### config.mk
export PLATFORM = sky130hd
export DESIGN_NAME = sem_lane
export DESIGN_NICKNAME = d
export VERILOG_FILES = /design/src/sv/sem_lane.sv
export SDC_FILE = /design/constraint.sdc
export NUM_CORES = 1
export LEC_CHECK = 0
export BUFFER_PORTS_ARGS = -buffer_cell sky130_fd_sc_hd__buf_2
export CAP_MARGIN = 40
export CORE_UTILIZATION = 65
export DETAILED_ROUTE_END_ITERATION = 8
export PLACE_DENSITY = 0.9
export SLEW_MARGIN = 25
export SYNTH_ARGS = -nofsm -noshare
export SYNTH_HDL_FRONTEND = slang
export SYNTH_SLANG_ARGS = --single-unit
### constraint.sdc
create_clock -name clk -period 7.7 [get_ports clk]
set_clock_uncertainty 0.1 [all_clocks]
set_input_delay 0.385 -clock clk [delete_from_list [all_inputs] [get_ports clk]]
set_output_delay 0.385 -clock clk [all_outputs]
set_load 0.1 [all_outputs]
### src/sv/sem_lane.sv
`timescale 1ns / 1ps
`default_nettype none
module sem_lane (
	input  wire logic            clk,
	input  wire logic            arst_n,
	input  wire logic            start,
	input  wire logic [8:0][7:0] win,
	output logic                 done,
	output logic [7:0]           mag
);

	logic signed [10:0] gx, gy;
	logic [19:0] sq_x_s1, sq_y_s1;
	logic [20:0] v_q;
	logic [7:0]  mag_q, bit_q, t;
	logic        sq_vld_q, root_q, done_q;

	assign gx = 11'({3'b0, win[2]} + {2'b0, win[5], 1'b0} + {3'b0, win[8]}
		- {3'b0, win[0]} - {2'b0, win[3], 1'b0} - {3'b0, win[6]});
	assign gy = 11'({3'b0, win[6]} + {2'b0, win[7], 1'b0} + {3'b0, win[8]}
		- {3'b0, win[0]} - {2'b0, win[1], 1'b0} - {3'b0, win[2]});
	assign t = mag_q | bit_q;

	always_ff @(posedge clk or negedge arst_n) begin
		if (!arst_n) begin
			sq_vld_q <= 1'b0;
			root_q <= 1'b0;
			done_q <= 1'b0;
		end else if (start) begin
			sq_vld_q <= 1'b1;
			root_q <= 1'b0;
			done_q <= 1'b0;
		end else if (sq_vld_q) begin
			sq_vld_q <= 1'b0;
			root_q <= 1'b1;
		end else if (root_q) begin
			if (bit_q == 8'h01) begin
				root_q <= 1'b0;
				done_q <= 1'b1;
			end
		end
	end

	always_ff @(posedge clk) begin
		if (start) begin
			sq_x_s1 <= 20'(gx * gx);
			sq_y_s1 <= 20'(gy * gy);
		end else if (sq_vld_q) begin
			v_q <= 21'(sq_x_s1) + 21'(sq_y_s1);
			bit_q <= 8'h80;
			mag_q <= 8'h00;
		end else if (root_q) begin
			// one result bit per cycle, msb first; a saturated lane keeps step
			if (v_q[20:16] != 5'd0) begin
				mag_q <= 8'hFF;
			end else if (16'(t * t) <= v_q[15:0]) begin
				mag_q <= t;
			end
			bit_q <= bit_q >> 1;
		end
	end

	assign done = done_q;
	assign mag = mag_q;

endmodule
`default_nettype wire

==> flow_summary.html <==
<table>
<tr><th>Metric</th><th>Value</th></tr>
<tr><th colspan="2">Global routing</th></tr>
<tr><td>Vias in the first global route</td><td>13.7k</td></tr>
<tr><td>Largest net degree at the start of global routing</td><td>36</td></tr>
<tr><td>Global-route wire length before repair</td><td>around 63000 µm</td></tr>
<tr><td>Gr ovfl total</td><td>0</td></tr>
<tr><td>Antenna violations before repair</td><td>0</td></tr>
<tr><td>GRT Total Usage</td><td>0.342</td></tr>
<tr><th colspan="2">Timing</th></tr>
<tr><td>Max frequency</td><td>about 0.12 GHz</td></tr>
<tr><td>Worst Hold Slack</td><td>0.205 ns</td></tr>
<tr><td>Setup repair after global routing missed its margin</td><td>yes</td></tr>
<tr><td>Minimum period implied by the final worst setup slack</td><td>about 8.1 ns</td></tr>
<tr><td>Worst setup margin</td><td>-0.444 ns</td></tr>
<tr><td>Max-slew violation count</td><td>0</td></tr>
<tr><td>Final number of setup-violating endpoints</td><td>14</td></tr>
<tr><td>Final period utilization</td><td>1.06</td></tr>
<tr><td>Worst slew margin</td><td>0.497</td></tr>
<tr><td>Number of endpoints with negative hold slack in the final report</td><td>0</td></tr>
<tr><td>Worst-Margin Slew</td><td>about 0.75 ns</td></tr>
<tr><th colspan="2">Cells and area</th></tr>
<tr><td>Share of final-layout standard cells stronger than drive strength 1</td><td>0.204</td></tr>
<tr><td>Filler Cell Count</td><td>roughly 1.3k</td></tr>
<tr><td>ANT cells</td><td>0</td></tr>
<tr><td>Area Overhead vs Synth</td><td>18.1%</td></tr>
<tr><td>Final instance area</td><td>17700 µm²</td></tr>
<tr><td>Core Util, Final</td><td>0.782</td></tr>
<tr><td>Layout net count</td><td>2295</td></tr>
<tr><th colspan="2">Placed design</th></tr>
<tr><td>Placed Area</td><td>17000 µm²</td></tr>
<tr><td>Final weighted congestion in routability-driven placement</td><td>0.987</td></tr>
<tr><td>HPWL reported at the end of detailed placement</td><td>between 30000 and 40000 µm</td></tr>
<tr><td>Placement Setup Slack</td><td>-0.684 ns</td></tr>
<tr><td>Count of input and output buffers</td><td>75</td></tr>
<tr><th colspan="2">Synth</th></tr>
<tr><td>Post-Syn Instances</td><td>1541</td></tr>
<tr><td>Leading register cell type out of synthesis</td><td>sky130_fd_sc_hd__edfxtp_1</td></tr>
<tr><td>Async set or reset register ratio after synthesis</td><td>0.0385</td></tr>
<tr><td>Top-count cell post-synth</td><td>sky130_fd_sc_hd__inv_1</td></tr>
<tr><td>List of most frequent post-synthesis cells</td><td>sky130_fd_sc_hd__inv_1 (398), sky130_fd_sc_hd__fa_1 (273), sky130_fd_sc_hd__ha_1 (168)</td></tr>
<tr><td>Biggest area contributors in the synthesized netlist</td><td>sky130_fd_sc_hd__fa_1 (36%), sky130_fd_sc_hd__edfxtp_1 (15%), sky130_fd_sc_hd__ha_1 (14%), sky130_fd_sc_hd__inv_1 (10%), sky130_fd_sc_hd__xnor2_1 (4.1%)</td></tr>
<tr><td>Avg Synthesized Cell Area</td><td>about 10 µm²</td></tr>
<tr><td>Top cell type by total area after synthesis</td><td>sky130_fd_sc_hd__fa_1</td></tr>
<tr><td>Synthesized net count</td><td>2057</td></tr>
<tr><td>Yosys reg bits</td><td>slightly below 80</td></tr>
<tr><td>Fraction of the yosys area taken by sequential cells</td><td>0.155</td></tr>
<tr><td>Number of flops mapped to enable cells by yosys</td><td>75</td></tr>
<tr><td>Synth top area share</td><td>0.365</td></tr>
<tr><td>Number of distinct library cells after synthesis</td><td>60</td></tr>
<tr><td>Combined area of all synthesized cells</td><td>between 10000 and 15000 µm²</td></tr>
<tr><td>Yosys synthesis warning count</td><td>0</td></tr>
<tr><th colspan="2">Die</th></tr>
<tr><td>Core Region</td><td>roughly 23000 µm²</td></tr>
<tr><td>Effective utilization at floorplan</td><td>0.662</td></tr>
<tr><td>Total Die Area</td><td>roughly 24000 µm²</td></tr>
<tr><td>Die span in x</td><td>about 150 µm</td></tr>
<tr><td>IO Count</td><td>84</td></tr>
<tr><td>Cell Rows</td><td>between 50 and 60</td></tr>
<tr><td>Vertical die dimension</td><td>roughly 150 µm</td></tr>
<tr><th colspan="2">Min path</th></tr>
<tr><td>Class of the most critical hold timing path</td><td>primary input to register</td></tr>
<tr><th colspan="2">Detailed routing</th></tr>
<tr><td>Final routed wirelength across all metal layers</td><td>between 40000 and 50000 µm</td></tr>
<tr><td>Drt first-iter violations</td><td>871</td></tr>
<tr><td>Detailed-router iteration count before antenna repair</td><td>6</td></tr>
<tr><td>Vias/cell</td><td>around 6</td></tr>
<tr><td>Post-route DRC</td><td>0</td></tr>
<tr><td>Routed via count</td><td>between 10k and 15k</td></tr>
<tr><td>Number of routed nets with antenna violations</td><td>0</td></tr>
<tr><td>Average routed wire per standard cell</td><td>between 15 and 20 µm</td></tr>
<tr><th colspan="2">CTS</th></tr>
<tr><td>Clk sinks</td><td>~80</td></tr>
<tr><td>Clock Path Buffers</td><td>2</td></tr>
<tr><td>Number of buffers inserted during clock tree synthesis</td><td>9</td></tr>
<tr><td>H-tree level count</td><td>3</td></tr>
<tr><td>Clock latency reported for the late side of the worst-skew pair</td><td>approximately 0.34 ns</td></tr>
<tr><td>Worst-path clk slew</td><td>approximately 0.06 ns</td></tr>
<tr><td>TritonCTS clock tree</td><td>built</td></tr>
<tr><td>Root buffer cell</td><td>sky130_fd_sc_hd__clkbuf_16</td></tr>
<tr><th colspan="2">Worst setup path</th></tr>
<tr><td>Setup crit start kind</td><td>primary input</td></tr>
<tr><td>Most frequent cell on the critical path</td><td>sky130_fd_sc_hd__fa_1</td></tr>
<tr><td>Maximum single-stage delay on the critical path</td><td>0.56 ns</td></tr>
<tr><td>Top fanout value on the critical path</td><td>3</td></tr>
<tr><td>Arrival time reported for the critical path endpoint</td><td>around 8.1 ns</td></tr>
<tr><td>CP Capture Type</td><td>register</td></tr>
<tr><td>Crit path buf inv count</td><td>8</td></tr>
<tr><td>Library cell contributing the largest single delay on the critical path</td><td>sky130_fd_sc_hd__fa_1</td></tr>
<tr><td>Worst endpoint required time</td><td>roughly 7.7 ns</td></tr>
<tr><td>CP top delay family</td><td>adder cells</td></tr>
<tr><td>Critical setup path kind</td><td>primary input to register</td></tr>
<tr><th colspan="2">Status</th></tr>
<tr><td>Run status</td><td>complete, but fails checks</td></tr>
<tr><td>Violated checks</td><td>negative setup slack</td></tr>
<tr><th colspan="2">Flow run</th></tr>
<tr><td># Max-Cap Violations</td><td>0</td></tr>
</table>
through the flow:
stage          cells  TNS (ns)
2_1_floorplan   1541    -0.199
4_1_cts         2061    -0.351
3_3_place_gp    2036     -2.75
5_1_grt         2069     -7.58
3_5_place_dp    2037     -6.94
6_report        2069     -4.40
flip-flops by register name (all words and copies together), names as in the netlist:
name,flops
sq_y_s1,19
done,1
bit_q,8
sq_vld_q,1
sq_x_s1,19
root_q,1
mag,8
v_q,21
cells by family (layout without fill, tap and decap cells):
logic type | after synthesis | in the layout | synth area share
adder cells (fa/ha/maj) | 441 | 441 | 0.505
buffers and inverters | 423 | 666 | 0.106
AND/OR/NAND/NOR | 340 | 340 | 0.109
AO/OA/AOI/OAI | 166 | 166 | 0.0698
XOR/XNOR | 90 | 90 | 0.0531
flip-flops | 78 | 78 | 0.155
multiplexers | 3 | 3 | 0.00209
layout by cell type (no fill, tap or decap), types with 13 or more instances in the layout:
| cell | n |
|---|---|
| sky130_fd_sc_hd__nor3_1 | 13 |
| sky130_fd_sc_hd__fa_1 | 268 |
| sky130_fd_sc_hd__and2_1 | 41 |
| sky130_fd_sc_hd__a21o_1 | 19 |
| sky130_fd_sc_hd__buf_4 | 164 |
| sky130_fd_sc_hd__buf_2 | 74 |
| sky130_fd_sc_hd__o21ai_0 | 23 |
| sky130_fd_sc_hd__edfxtp_1 | 75 |
| sky130_fd_sc_hd__a21oi_1 | 49 |
| sky130_fd_sc_hd__xor2_1 | 15 |
| sky130_fd_sc_hd__inv_1 | 374 |
| sky130_fd_sc_hd__nor2_1 | 99 |
| sky130_fd_sc_hd__inv_2 | 25 |
| sky130_fd_sc_hd__ha_1 | 158 |
| sky130_fd_sc_hd__xnor2_1 | 67 |
| sky130_fd_sc_hd__nor2b_1 | 28 |
| sky130_fd_sc_hd__nand2_1 | 87 |
routing by layer:
layer	routed length [µm]	share of wire	vias to the layer above	track usage
met2	20900	0.51	709	0.633
li1	-	-	5234	-
met1	13600	0.33	5942	0.363
met5	0	0	-	0
met4	3540	0.087	0	0.208
met3	2720	0.067	294	0.0586
timing repair:
item,CTS,global route
hold buffers,1,0
pin swaps,34,28
setup endpoints to repair,12,16
hold endpoints to repair,3,0
cloned,0,0
gates resized for setup,40,41
buffers inserted,7,9
worst paths after layout:
| kind | depth (start not counted) | slack, ns | startpoint | to |
|---|---|---|---|---|
| hold / removal | 1 | 0.21 | start | sq_vld_q |
| hold reg to reg | 2 | 0.39 | done | done |
| setup reg to reg | 19 | 1.16 | bit_q[2] | mag[1] |
| max in group asynchronous | 2 | 7.11 | arst_n | root_q |
| setup / recovery | 32 | -0.44 | win[16] | sq_y_s1[19] |
| min in group asynchronous | 2 | 0.29 | arst_n | done |
layout make-up:
class | instances | area, µm² | area share
multi-input combinational | 1040 | 11500 | 0.648
clock inverter | 3 | 42.5 | 0.00240
sequential | 78 | 2330 | 0.131
clock buffer | 13 | 270 | 0.0153
inverter | 401 | 1510 | 0.0850
timing repair buffer | 249 | 1740 | 0.0981
tap | 285 | 357 | 0.0201
worst reg2reg max path: cells and delay by family, from the launching register on:
family,cells,cell delay [ns]
xor gates and xnor gates,1,0.19
and+or+nand+nor,5,1.32
DFF,1,0.42
adders and majority gates,6,2.75
AOI/OAI and AO/OA,6,1.18
buffers and inverters,1,0.26
Power is not shown: default switching activity piles up to over one toggle a cycle in this logic, so the estimate is an artifact.
